File: src/rtl/core/riff_wave_pcm_parser_unit_macros.svh
`ifndef RIFF_WAVE_PCM_PARSER_UNIT_MACROS_SVH
`define RIFF_WAVE_PCM_PARSER_UNIT_MACROS_SVH

// condition holds at every edge out of reset
`define RWP_ASSERT_ALWAYS(label, cond, msg) \
  label: assert property (@(posedge clk) disable iff (rst) (cond)) else $error(msg);

// same-cycle implication
`define RWP_ASSERT_IMPLY(label, ante, cons, msg) \
  label: assert property (@(posedge clk) disable iff (rst) (ante) |-> (cons)) else $error(msg);

// next-cycle implication
`define RWP_ASSERT_NEXT(label, ante, cons, msg) \
  label: assert property (@(posedge clk) disable iff (rst) (ante) |=> (cons)) else $error(msg);

`endif

File: src/rtl/core/rwp_pkg.sv
`default_nettype none

package rwp_pkg;

  localparam int QUEUE_DEPTH = 4;

  localparam int IN_TDATA_W  = 8;
  localparam int OUT_TDATA_W = 72;

  localparam logic [31:0] TAG_RIFF = 32'h4646_4952;
  localparam logic [31:0] TAG_WAVE = 32'h4556_4157;
  localparam logic [31:0] TAG_FMT  = 32'h2074_6D66;
  localparam logic [31:0] TAG_DATA = 32'h6174_6164;

  typedef enum logic [1:0] {
    KIND_SAMPLE = 2'd0,
    KIND_FORMAT = 2'd1,
    KIND_ERROR  = 2'd2
  } kind_t;

  typedef enum logic [2:0] {
    ERR_NOT_WAVE    = 3'd0,
    ERR_FMT_SIZE    = 3'd1,
    ERR_NOT_PCM     = 3'd2,
    ERR_NO_FMT      = 3'd3,
    ERR_BAD_BITS    = 3'd4
  } err_t;

  typedef struct packed {
    kind_t              kind;
    logic signed [15:0] sample;
    logic [31:0]        rate;
    logic [15:0]        bits;
    err_t               err;
  } event_t;

endpackage

`default_nettype wire

File: src/rtl/core/rwp_front.sv
`default_nettype none

`include "riff_wave_pcm_parser_unit_macros.svh"

module rwp_front (
  input  wire logic           clk,
  input  wire logic           rst,
  input  wire logic           in_valid,
  output logic                in_ready,
  input  wire logic [7:0]     in_data,
  input  wire logic           queue_full,
  output logic                push,
  output rwp_pkg::event_t     ev
);

  typedef enum logic [5:0] {
    PH_HEADER = 6'b000001,
    PH_FORM   = 6'b000010,
    PH_FMT    = 6'b000100,
    PH_DATA   = 6'b001000,
    PH_SKIP   = 6'b010000,
    PH_HALT   = 6'b100000
  } phase_t;

  phase_t      phase, phase_next;
  logic [3:0]  pos, pos_next;
  logic [31:0] tag, tag_next;
  logic [31:0] left, left_next;
  logic [63:0] fmt, fmt_next;
  logic [15:0] bps, bps_next;
  logic        seen, seen_next;
  logic [7:0]  hold, hold_next;

  logic        fire;
  logic        fail;
  rwp_pkg::err_t fail_code;

  assign in_ready = !queue_full;
  assign fire     = in_valid && in_ready;

  always_comb begin
    phase_next = phase;
    pos_next   = pos;
    tag_next   = tag;
    left_next  = left;
    fmt_next   = fmt;
    bps_next   = bps;
    seen_next  = seen;
    hold_next  = hold;
    fail       = 1'b0;
    fail_code  = rwp_pkg::ERR_NOT_WAVE;
    push       = 1'b0;
    ev         = '0;
    if (fire) begin
      case (phase)
        PH_HEADER: begin
          pos_next = pos + 4'd1;
          if (pos < 4'd4) begin
            tag_next[{pos[1:0], 3'b000} +: 8] = in_data;
          end else begin
            left_next[{pos[1:0], 3'b000} +: 8] = in_data;
            if (pos == 4'd7) begin
              pos_next = '0;
              if (tag == rwp_pkg::TAG_RIFF) begin
                tag_next   = '0;
                phase_next = PH_FORM;
              end else if (tag == rwp_pkg::TAG_FMT) begin
                if (left_next != 32'd16) begin
                  fail      = 1'b1;
                  fail_code = rwp_pkg::ERR_FMT_SIZE;
                end else begin
                  phase_next = PH_FMT;
                end
              end else if (tag == rwp_pkg::TAG_DATA) begin
                if (!seen) begin
                  fail      = 1'b1;
                  fail_code = rwp_pkg::ERR_NO_FMT;
                end else if (bps != 16'd8 && bps != 16'd16) begin
                  fail      = 1'b1;
                  fail_code = rwp_pkg::ERR_BAD_BITS;
                end else begin
                  phase_next = (left_next == '0) ? PH_HEADER : PH_DATA;
                end
              end else begin
                phase_next = (left_next == '0) ? PH_HEADER : PH_SKIP;
              end
            end
          end
        end
        PH_FORM: begin
          tag_next[{pos[1:0], 3'b000} +: 8] = in_data;
          pos_next = pos + 4'd1;
          if (pos >= 4'd3) begin
            pos_next = '0;
            if (tag_next != rwp_pkg::TAG_WAVE) begin
              fail      = 1'b1;
              fail_code = rwp_pkg::ERR_NOT_WAVE;
            end else begin
              tag_next   = '0;
              phase_next = PH_HEADER;
            end
          end
        end
        PH_FMT: begin
          if (pos < 4'd8) begin
            fmt_next[{pos[2:0], 3'b000} +: 8] = in_data;
          end else if (pos == 4'd14) begin
            bps_next[7:0] = in_data;
          end else if (pos == 4'd15) begin
            bps_next[15:8] = in_data;
          end
          pos_next = pos + 4'd1;
          if (pos == 4'd15) begin
            pos_next = '0;
            if (fmt_next[15:0] != 16'd1 || fmt_next[31:16] != 16'd1) begin
              fail      = 1'b1;
              fail_code = rwp_pkg::ERR_NOT_PCM;
            end else begin
              seen_next  = 1'b1;
              phase_next = PH_HEADER;
              push       = 1'b1;
              ev.kind    = rwp_pkg::KIND_FORMAT;
              ev.rate    = fmt_next[63:32];
              ev.bits    = bps_next;
            end
          end
        end
        PH_DATA: begin
          left_next = left - 32'd1;
          if (bps == 16'd8) begin
            push      = 1'b1;
            ev.kind   = rwp_pkg::KIND_SAMPLE;
            ev.sample = {8'd0, in_data};
            ev.rate   = fmt[63:32];
            ev.bits   = bps;
          end else if (!pos[0]) begin
            // a lone last byte is dropped
            if (left != 32'd1) begin
              hold_next = in_data;
              pos_next  = 4'd1;
            end
          end else begin
            pos_next  = '0;
            push      = 1'b1;
            ev.kind   = rwp_pkg::KIND_SAMPLE;
            ev.sample = {in_data, hold};
            ev.rate   = fmt[63:32];
            ev.bits   = bps;
          end
          if (left_next == '0) begin
            pos_next   = '0;
            phase_next = PH_HEADER;
          end
        end
        PH_SKIP: begin
          left_next = left - 32'd1;
          if (left_next == '0) begin
            pos_next   = '0;
            phase_next = PH_HEADER;
          end
        end
        default: begin
        end
      endcase
      if (fail) begin
        phase_next = PH_HALT;
        push       = 1'b1;
        ev         = '0;
        ev.kind    = rwp_pkg::KIND_ERROR;
        ev.err     = fail_code;
      end
    end
  end

  always_ff @(posedge clk) begin
    if (rst) begin
      phase <= PH_HEADER;
      pos   <= '0;
      tag   <= '0;
      left  <= '0;
      fmt   <= '0;
      bps   <= '0;
      seen  <= 1'b0;
      hold  <= '0;
    end else begin
      phase <= phase_next;
      pos   <= pos_next;
      tag   <= tag_next;
      left  <= left_next;
      fmt   <= fmt_next;
      bps   <= bps_next;
      seen  <= seen_next;
      hold  <= hold_next;
    end
  end

  `RWP_ASSERT_NEXT(a_halt_sticky, phase == PH_HALT, phase == PH_HALT, "halt state left")
  `RWP_ASSERT_IMPLY(a_halt_silent, phase == PH_HALT, !push, "word pushed while halted")
  `RWP_ASSERT_IMPLY(a_data_pos, phase == PH_DATA, pos <= 4'd1, "sample byte position bad")

endmodule

`default_nettype wire

File: src/rtl/core/rwp_queue.sv
`default_nettype none

`include "riff_wave_pcm_parser_unit_macros.svh"

module rwp_queue #(
  parameter int DEPTH = rwp_pkg::QUEUE_DEPTH
) (
  input  wire logic             clk,
  input  wire logic             rst,
  input  wire logic             push,
  input  wire rwp_pkg::event_t  wr_data,
  output logic                  full,
  input  wire logic             pop,
  output rwp_pkg::event_t       rd_data,
  output logic                  empty
);

  localparam int AW = $clog2(DEPTH);
  localparam int CW = $clog2(DEPTH + 1);

  rwp_pkg::event_t mem [DEPTH];
  logic [AW-1:0]   wr_ptr;
  logic [AW-1:0]   rd_ptr;
  logic [CW-1:0]   count;

  assign full    = (count == CW'(DEPTH));
  assign empty   = (count == '0);
  assign rd_data = mem[rd_ptr];

  always_ff @(posedge clk) begin
    if (push) begin
      mem[wr_ptr] <= wr_data;
    end
  end

  always_ff @(posedge clk) begin
    if (rst) begin
      wr_ptr <= '0;
      rd_ptr <= '0;
      count  <= '0;
    end else begin
      if (push) begin
        wr_ptr <= (wr_ptr == AW'(DEPTH - 1)) ? '0 : wr_ptr + AW'(1);
      end
      if (pop) begin
        rd_ptr <= (rd_ptr == AW'(DEPTH - 1)) ? '0 : rd_ptr + AW'(1);
      end
      if (push && !pop) begin
        count <= count + CW'(1);
      end else if (pop && !push) begin
        count <= count - CW'(1);
      end
    end
  end

  `RWP_ASSERT_ALWAYS(a_count_bound, count <= CW'(DEPTH), "queue count past depth")
  `RWP_ASSERT_IMPLY(a_no_overflow, push, !full, "push into full queue")
  `RWP_ASSERT_IMPLY(a_no_underflow, pop, !empty, "pop from empty queue")

endmodule

`default_nettype wire

File: src/rtl/core/rwp_back.sv
`default_nettype none

module rwp_back (
  input  wire logic                               clk,
  input  wire logic                               rst,
  input  wire logic                               empty,
  input  wire rwp_pkg::event_t                    rd_data,
  output logic                                    pop,
  output logic                                    out_valid,
  input  wire logic                               out_ready,
  output logic [rwp_pkg::OUT_TDATA_W-1:0]         out_data
);

  rwp_pkg::event_t hold;

  assign pop = !empty && (!out_valid || out_ready);

  always_ff @(posedge clk) begin
    if (rst) begin
      out_valid <= 1'b0;
    end else if (pop) begin
      out_valid <= 1'b1;
    end else if (out_ready) begin
      out_valid <= 1'b0;
    end
  end

  always_ff @(posedge clk) begin
    if (pop) begin
      hold <= rd_data;
    end
  end

  // kind, sample, rate, bits, error code from bit 0 up
  assign out_data = {3'd0, hold.err, hold.bits, hold.rate, hold.sample, hold.kind};

endmodule

`default_nettype wire

File: src/rtl/core/riff_wave_pcm_parser_unit.sv
// two register stages: a result word is written into the result queue at the edge that takes
// the byte causing it, then moves into the output register that drives m_axis
// throughput: one byte per cycle while the result queue has room; the parser state updates once per byte
// s_axis_tready drops only while the result queue is full under back-pressure
// reset: synchronous, clears the parser to awaiting a chunk header and empties the queue
`default_nettype none

module riff_wave_pcm_parser_unit #(
  parameter int QUEUE_DEPTH = rwp_pkg::QUEUE_DEPTH
) (
  input  wire logic                               clk,
  input  wire logic                               rst,
  input  wire logic                               s_axis_tvalid,
  output logic                                    s_axis_tready,
  input  wire logic [rwp_pkg::IN_TDATA_W-1:0]     s_axis_tdata,  // data_byte
  output logic                                    m_axis_tvalid,
  input  wire logic                               m_axis_tready,
  // event_kind, sample_value, rate_hz, sample_bits, error_code, zero pad
  output logic [rwp_pkg::OUT_TDATA_W-1:0]         m_axis_tdata
);

  logic            push;
  logic            full;
  logic            pop;
  logic            empty;
  rwp_pkg::event_t wr_data;
  rwp_pkg::event_t rd_data;

  rwp_front u_front (
    .clk        (clk),
    .rst        (rst),
    .in_valid   (s_axis_tvalid),
    .in_ready   (s_axis_tready),
    .in_data    (s_axis_tdata),
    .queue_full (full),
    .push       (push),
    .ev         (wr_data)
  );

  rwp_queue #(
    .DEPTH (QUEUE_DEPTH)
  ) u_queue (
    .clk     (clk),
    .rst     (rst),
    .push    (push),
    .wr_data (wr_data),
    .full    (full),
    .pop     (pop),
    .rd_data (rd_data),
    .empty   (empty)
  );

  rwp_back u_back (
    .clk       (clk),
    .rst       (rst),
    .empty     (empty),
    .rd_data   (rd_data),
    .pop       (pop),
    .out_valid (m_axis_tvalid),
    .out_ready (m_axis_tready),
    .out_data  (m_axis_tdata)
  );

endmodule

`default_nettype wire

File: config.mk
export PLATFORM = sky130hd
export DESIGN_NAME = riff_wave_pcm_parser_unit
export DESIGN_NICKNAME = d
export VERILOG_FILES = /design/src/rtl/core/rwp_pkg.sv /design/src/rtl/core/rwp_front.sv /design/src/rtl/core/rwp_queue.sv /design/src/rtl/core/rwp_back.sv /design/src/rtl/core/riff_wave_pcm_parser_unit.sv
export VERILOG_INCLUDE_DIRS = /design/src /design/src/rtl/core
export SDC_FILE = /design/constraint.sdc
export NUM_CORES = 1
export LEC_CHECK = 0
export ABC_AREA = 0
export ABC_CLOCK_PERIOD_IN_PS = 7700
export BUFFER_PORTS_ARGS = -buffer_cell sky130_fd_sc_hd__buf_2
export CORE_AREA = 2 2 192 269
export CTS_CLUSTER_DIAMETER = 30
export DETAILED_ROUTE_END_ITERATION = 10
export DIE_AREA = 0 0 194 271
export PLACE_DENSITY = 0.68
export SETUP_SLACK_MARGIN = 0.4
export SLEW_MARGIN = 20
export SYNTH_ARGS = -nofsm -noshare
export SYNTH_HDL_FRONTEND = slang
export SYNTH_SLANG_ARGS = --single-unit
File: constraint.sdc
create_clock -name clk -period 7.7 [get_ports clk]
set_input_delay 1.925 -clock clk [delete_from_list [all_inputs] [get_ports clk]]
set_output_delay 1.925 -clock clk [all_outputs]
set_load 0.01 [all_outputs]
Yosys cells after proc, flatten, opt, wreduce, memory -nomap -nowiden
Memories as Yosys holds them, arrays and structs flattened. A register that Yosys moved wholly into a read port is not among the register bits.
Cells that the tools add are included.
{ "totals": {"ff_bits": 171, "input_bits": 12, "ramBits": 276, "word_cells": 196, "memories": 1} }
{ "op_classes": {"bitwise": 3, "addsub": 8, "n_reduce_logical": 30, "n_eq_ne": 38, "n_mux": 96, "magnitude_cmp": 3, "shift": 4} }
{ "mem_list": {"columns": ["memory", "words", "word_bits", "rd", "rd_ports_with_merged_regs", "write_ports", "line_no", "rtl"], "rows": [
  ["u_queue.mem", 4, 69, 1, 1, 1, "rwp_queue.sv:21", "rwp_pkg::event_t mem [DEPTH];"]
]} }
{ "ops": {"columns": ["op", "n"], "rows": [
  ["$mux 64", 4],
  ["$mux 32", 6],
  ["$mux 69", 2],
  ["$pmux 32 s2", 2],
  ["$mux 48", 2],
  ["$pmux 48 s2", 1],
  ["$mux 6", 14],
  ["$mux 66", 1],
  ["$bwmux 32", 2],
  ["$bwmux 64", 1],
  ["$eq 32x31->1 const B", 2],
  ["$logic_not 32->1", 2],
  ["$shift 8x8->64 const A", 1],
  ["$shiftx 8x8->64", 1],
  ["$mux 4", 10],
  ["$eq 32x30->1 const B", 1],
  ["$mux 16", 2],
  ["$ne 16x1->1 const B", 2],
  ["$ne 32x1->1 const B", 1],
  ["$ne 32x31->1 const B", 1],
  ["$ne 32x5->1 const B", 1],
  ["$shift 8x7->32 const A", 1],
  ["$shiftx 8x7->32", 1],
  ["$sub 32x1->32 const B", 1],
  ["53 further kinds", 120]
]} }

Depth between registers and ports, before layout
{ "logic_depth": {"ltp_word": 18, "depth_mapped": 19, "ltp_nobuf": 16} }

Modules after synthesis
Synthesis repeated with hierarchy kept, for this count alone.
{ "hier_totals": {"cells_unflattened": 1848, "hier_area_um2": 22656.7} }
{ "by_module_without_submodules": {"columns": ["module", "seq_area_each_um2", "area_each_um2", "cells_each", "n_inst"], "rows": [
  ["rwp_queue", 8468.1, 10405.0, 405, 1],
  ["rwp_front", 3263.1, 10097.2, 1366, 1],
  ["rwp_back", 2092.0, 2154.6, 77, 1]
]} }

Least setup slack after synthesis
Ideal clock, no wire load.
{ "synth_path": {"kind": "input -> register", "startpoint": "in m_axis_tready", "endpoint": "reg u_queue.count[2]", "path_stages": 9, "setup_slack_ns": 0.679, "setup_ns": 0.070, "path_buffers": 0, "arrival_ns": 6.951, "required_time_ns": 7.630, "cell_sequence": "inv_1 > a21oi_1 > inv_1 > ha_1 > inv_1 > fa_1 > xor2_1 > or3_1 > a21oi_1"} }
{ "synth_via": {"elab_chain_cells": 5, "word_cells_on_any_way": 7} }
{ "synth_rtl": {"columns": ["item", "line_no", "rtl"], "rows": [
  ["start: declaration", "riff_wave_pcm_parser_unit.sv:17", "input wire logic m_axis_tready,"],
  ["$logic_or 1x1->1 *", "rwp_back.sv:16", "assign pop = !empty && (!out_valid || out_ready);"],
  ["$logic_and 1x1->1 *", "rwp_back.sv:16", null],
  ["via pop", "riff_wave_pcm_parser_unit.sv:24", "logic pop;"],
  ["$logic_not 1->1", "rwp_queue.sv:48", "if (push && !pop) begin"],
  ["$logic_and 1x1->1", "rwp_queue.sv:48", null],
  ["$mux 3 / $reduce_bool 2->1 (equally long branches)", null, null],
  ["end signal: assignment", "rwp_queue.sv:49", "count <= count + CW'(1);"],
  ["end signal: assignment", "rwp_queue.sv:51", "count <= count - CW'(1);"],
  ["end: declaration", "rwp_queue.sv:24", "logic [CW-1:0] count;"]
]} }
The timed path passes the listed nets; every way through them passes the cells marked *.
A chain may end at the register's enable or synchronous reset.

Worst setup path in the final report
{ "layout_path": {"startpoint": "in s_axis_tdata[2] (netlist name)", "endpoint": "mem u_queue.mem[2][19] (netlist name), enable pin"} }
{ "layout_via": {"elab_chain_cells": 15, "word_cells_on_any_way": 31} }
{ "layout_rtl": {"columns": ["item", "line_no", "rtl"], "rows": [
  ["start: declaration", "riff_wave_pcm_parser_unit.sv:15", "input wire logic [rwp_pkg::IN_TDATA_W-1:0] s_axis_tdata,"],
  ["$shiftx 8x8->64", "rwp_front.sv:106", "fmt_next[{pos[2:0], 3'b000} +: 8] = in_data;"],
  ["$bwmux 64", "rwp_front.sv:106", null],
  ["$mux 64", "rwp_front.sv:105", "if (pos < 4'd8) begin"],
  ["$mux 64", "rwp_front.sv:55", "case (phase)"],
  ["$mux 64", "rwp_front.sv:54", "if (fire) begin"],
  ["$ne 16x1->1", "rwp_front.sv:115", "if (fmt_next[15:0] != 16'd1 || fmt_next[31:16] != 16'd1) begin"],
  ["$logic_or 1x1->1", "rwp_front.sv:115", null],
  ["$mux 1", "rwp_front.sv:115", null],
  ["$mux 1", "rwp_front.sv:113", "if (pos == 4'd15) begin"],
  ["$pmux 1 s3", "rwp_front.sv:55", null],
  ["$mux 1", "rwp_front.sv:54", null],
  ["$mux 1 *", "rwp_front.sv:165", "if (fail) begin"],
  ["$mux 1 *", "rwp_front.sv:54", null],
  ["via push", "riff_wave_pcm_parser_unit.sv:22", "logic push;"],
  ["$mux 1 *", "rwp_queue.sv:31", "if (push) begin"],
  ["$mux 1 (implied by the code) *", "rwp_queue.sv:32", "mem[wr_ptr] <= wr_data;"],
  ["end: declaration", "rwp_queue.sv:21", null]
]} }
The timed path passes the listed nets; every way through them passes the cells marked *. The select of a mux whose other input is x is not followed.

==> results.sh <==
export IMPL_yosysSeqAreaShare_pct=61.61
export IMPL_clock_sinks=516
export IMPL_p_per_area_mw_per_mm2=316.2
export IMPL_drc=0
export IMPL_max_freq_ghz=0.1731
export IMPL_grt_util_all_layers_pct=22.95
export IMPL_vias=15756
export IMPL_crit_required_ns=8.01
export IMPL_synth_simple_area_share_pct=14.56
export IMPL_dr_pass1_iters=5
export IMPL_routabilityCongestion=0.9940
export IMPL_yosysUniqueCellTypes=87
export IMPL_clk_path_buf_depth=3
export IMPL_cts_buffers=85
export IMPL_hold_path_class="flop to flop"
export IMPL_fp_dieH_um=271
export IMPL_drive_gt1_share_pct=18.21
export IMPL_max_slew_margin_pct=28.91
export IMPL_finalHoldViolCount=0
export IMPL_place_hpwl_um=40120
export IMPL_portBuffers=82
export IMPL_finalHoldWorstSlack_ns=0.4563
export IMPL_drtAntennaViolNets=0
export IMPL_synthArstFlopShare_pct=0
export IMPL_worstSkewPairLatency_ns=0.63
export IMPL_startpoint_type="primary input"
export IMPL_synth_edf_count=345
export IMPL_status="finished clean"
export IMPL_finalCriticalPeriod_ns=5.777
export IMPL_ys_ff_latch=516
export IMPL_grt_pass1_wl_um=93250
export IMPL_path_clk_slew_ns=0.05
export IMPL_worst_r2r_setup_slack_ns=1.93
export IMPL_synthMuxAreaShare_pct=9.334
export IMPL_wl_um=60670
export IMPL_tns_ns=0
export IMPL_yosysWarnings=0
export IMPL_synth_top_family_by_area="simple AND/OR/NAND/NOR gates"
export IMPL_r2r_end="u_queue.mem[2][19]$_DFFE_PP_"
export IMPL_die_area_mm2=0.05257
export IMPL_drt_iter0_drc=1527
export IMPL_netlist_area_mm2=0.02237
export IMPL_std_cell_rows=97
export IMPL_grt_remaining_overflow=0
export IMPL_cts_tree="done"
export IMPL_crit_fanout=36
export IMPL_ctsResizeCount=0
export IMPL_reg2reg_depth=12
export IMPL_min_path_cells=2
export IMPL_start_util_pct=44.74
export IMPL_maxSlewViolCount=0
export IMPL_worst_pin_slew_ns=1.066
export IMPL_p_leak_nw=8.608
export IMPL_min_to="u_front.fmt[22]$_SDFFE_PP0P_"
export IMPL_clk_root_buffer_cell="clkbuf_16"
export IMPL_finalCritPeriodShare_pct=75.03
export IMPL_core_area_mm2=0.05000
export IMPL_synthXorXnorAreaFrac_pct=0.3915
export IMPL_synth_compound_area_share_pct=10.19
export IMPL_die_w_um=194
export IMPL_min_delay_start="u_front.fmt[22]$_SDFFE_PP0P_"
export IMPL_wl_per_cell_um=23.15
export IMPL_htreeDepth=3
export IMPL_synthAdderAreaFrac_pct=0.8725
export IMPL_drv_cap=0
export IMPL_avgSynthCellArea_um2=12.16
export IMPL_first_global_vias=15717
export IMPL_r2r_start="u_front.pos[0]$_SDFFE_PP0P_"
export IMPL_end_kind="flop"
export IMPL_rsz0062_at_grt="no"
export IMPL_irDropWorstVdd_v=0.0002275
export IMPL_syn_inst=1840
export IMPL_antenna_cells=0
export IMPL_ios=86
export IMPL_criticalPathCategory="primary input to flop"
export IMPL_grt_max_degree=70
export IMPL_cp_arrival_ns=6.09
export IMPL_syn2layout_area_growth_pct=17.47
export IMPL_final_setup_viol_count=0
export IMPL_holdBufCountCts=0
export IMPL_antenna_found_initial=0
export IMPL_num_nets_final=1931
export IMPL_cts_setup_buffers=0
export IMPL_viasPerCell=6.014
export IMPL_synth_main_ff_cell="edfxtp_1"
export IMPL_skew_ns=0.03790
[Yosys cell counts, types with 7 or more instances]
| cell | number | area share [%] |
|---|---|---|
| a22oi_1 | 40 | 1.3 |
| nor3_1 | 66 | 1.5 |
| or4_1 | 13 | 0.44 |
| buf_2 | 18 | 0.40 |
| ha_1 | 14 | 0.78 |
| xor2_1 | 7 | 0.27 |
| and2_1 | 43 | 1.2 |
| nor4_1 | 29 | 0.81 |
| o21a_1 | 7 | 0.23 |
| edfxtp_1 | 345 | 46 |
| a211oi_1 | 8 | 0.27 |
| dfxtp_1 | 171 | 15 |
| nor2b_1 | 7 | 0.20 |
| or3_1 | 15 | 0.42 |
| nand4_1 | 11 | 0.31 |
| a21oi_1 | 131 | 2.9 |
| mux4_2 | 69 | 6.9 |
| buf_1 | 9 | 0.15 |
| o22ai_1 | 17 | 0.48 |
| nand2b_1 | 7 | 0.20 |
| nand2_1 | 115 | 1.9 |
| nor4bb_1 | 7 | 0.31 |
| o21ai_0 | 74 | 1.7 |
| clkbuf_1 | 92 | 1.5 |
| a21o_1 | 8 | 0.27 |
| inv_1 | 32 | 0.54 |
| nor2_1 | 230 | 3.9 |
| nand3_1 | 49 | 1.1 |
| mux2i_1 | 50 | 2.2 |
[sequential cells by signal (all words and copies together) (netlist names)]
| name | count |
|---|---|
| u_front.fmt | 64 |
| u_front.bps | 16 |
| u_front.pos | 4 |
| u_front.left | 32 |
| u_back.out_data | 69 |
| u_queue.count | 3 |
| u_queue.wr_ptr | 2 |
| u_front.hold | 8 |
| u_front.phase | 6 |
| u_front.tag | 32 |
| u_queue.rd_ptr | 2 |
| u_back.out_valid | 1 |
| u_queue.mem | 276 |
| u_front.seen | 1 |
[worst max-delay path by stage]
| stage | startpoint | endpoint | slack (ns) |
|---|---|---|---|
| final | s_axis_tdata[2] | u_queue.mem[2][19]$_DFFE_PP_ | 1.92 |
| after global routing | u_front.pos[0]$_SDFFE_PP0P_ | u_queue.mem[2][57]$_DFFE_PP_ | 1.75 |
| after CTS | s_axis_tdata[0] | u_queue.mem[2][57]$_DFFE_PP_ | 2.03 |
| after detailed placement | s_axis_tdata[0] | u_queue.mem[2][6]$_DFFE_PP_ | 1.40 |
| after global placement | s_axis_tdata[3] | u_queue.mem[2][6]$_DFFE_PP_ | 1.49 |
| after floorplan | m_axis_tready | u_queue.count[2]$_SDFFE_PP0P_ | 0.68 |
[final cells by class]
cell class	count	area [um^2]
clock buffers	97	2308
clock inverters	63	715.7
fillers	4208	23720
inverters	34	127.6
multi-input cells	1165	7964
flip-flops and latches	516	13790
well taps	643	804.5
repair buffers	102	570.5
[critical path: stages]
cell	delay, ns
buf_2	0.25
nand2_1	0.37
o22ai_1	0.16
a2111oi_0	0.42
nand3_1	0.21
nor4_1	0.59
o22ai_2	0.24
nor3_1	0.57
nor2_1	0.25
and2_2	0.59
buf_4	0.44
[cell usage in the layout, fill, tap and decap left out, types with 7 or more instances in the layout]
master      instances
a211oi_1            8
a21o_1              8
a21oi_1           130
a22oi_1            40
and2_1             39
buf_2              81
buf_4              20
clkbuf_16          90
clkinv_2            8
clkinvlp_4         12
dfxtp_1           169
edfxtp_1          345
ha_1               14
inv_1              32
inv_6              15
inv_8               7
mux2i_1            50
mux4_2             69
nand2_1           115
nand2b_1            7
nand3_1            49
nand4_1            11
nor2_1            230
nor2b_1             7
nor3_1             66
nor4_1             29
o21a_1              7
o21ai_0            73
o22ai_1            17
or3_1              15
or4_1              13
xor2_1              7
[power breakdown]
group	internal, mW	switching, mW
sequential	3.21	0.114
clock	2.43	1.47
combinational	0.405	0.687
total	6.04	2.27
[metal layers]
metal	GRT usage [%]	part of all wire, %
met5	0	0
met4	13.82	5.9
met3	3.241	5.4
met2	38.53	49
met1	28.14	39
[cell families (layout without fill, tap and decap cells)]
family                     after synthesis  count (layout)
muxes                                  122             122
adders and majority gates               15              15
and+or+nand+nor                        652             652
other                                    1               3
AOI/OAI and AO/OA                      363             363
xor gates and xnor gates                10              10
buffers and inverters                  161             296
DFF                                    516             516
[per-stage QoR]
step | instance area (um^2) | instances | util [%] | power (mW) | setup slack (ns)
final | 26280 | 2620 | 52.55 | 8.311 | 1.923
after global routing | 26280 | 2620 | 52.55 | 8.595 | 1.751
after CTS | 26260 | 2619 | 52.52 | 8.387 | 2.032
after detailed placement | 23240 | 2459 | 46.48 | 4.477 | 1.396
after global placement | 23240 | 2459 | 46.47 | 4.465 | 1.485
after floorplan | 22380 | 1842 | - | 4.086 | 0.6787
Note: power is estimated with default switching activity, not from simulation.
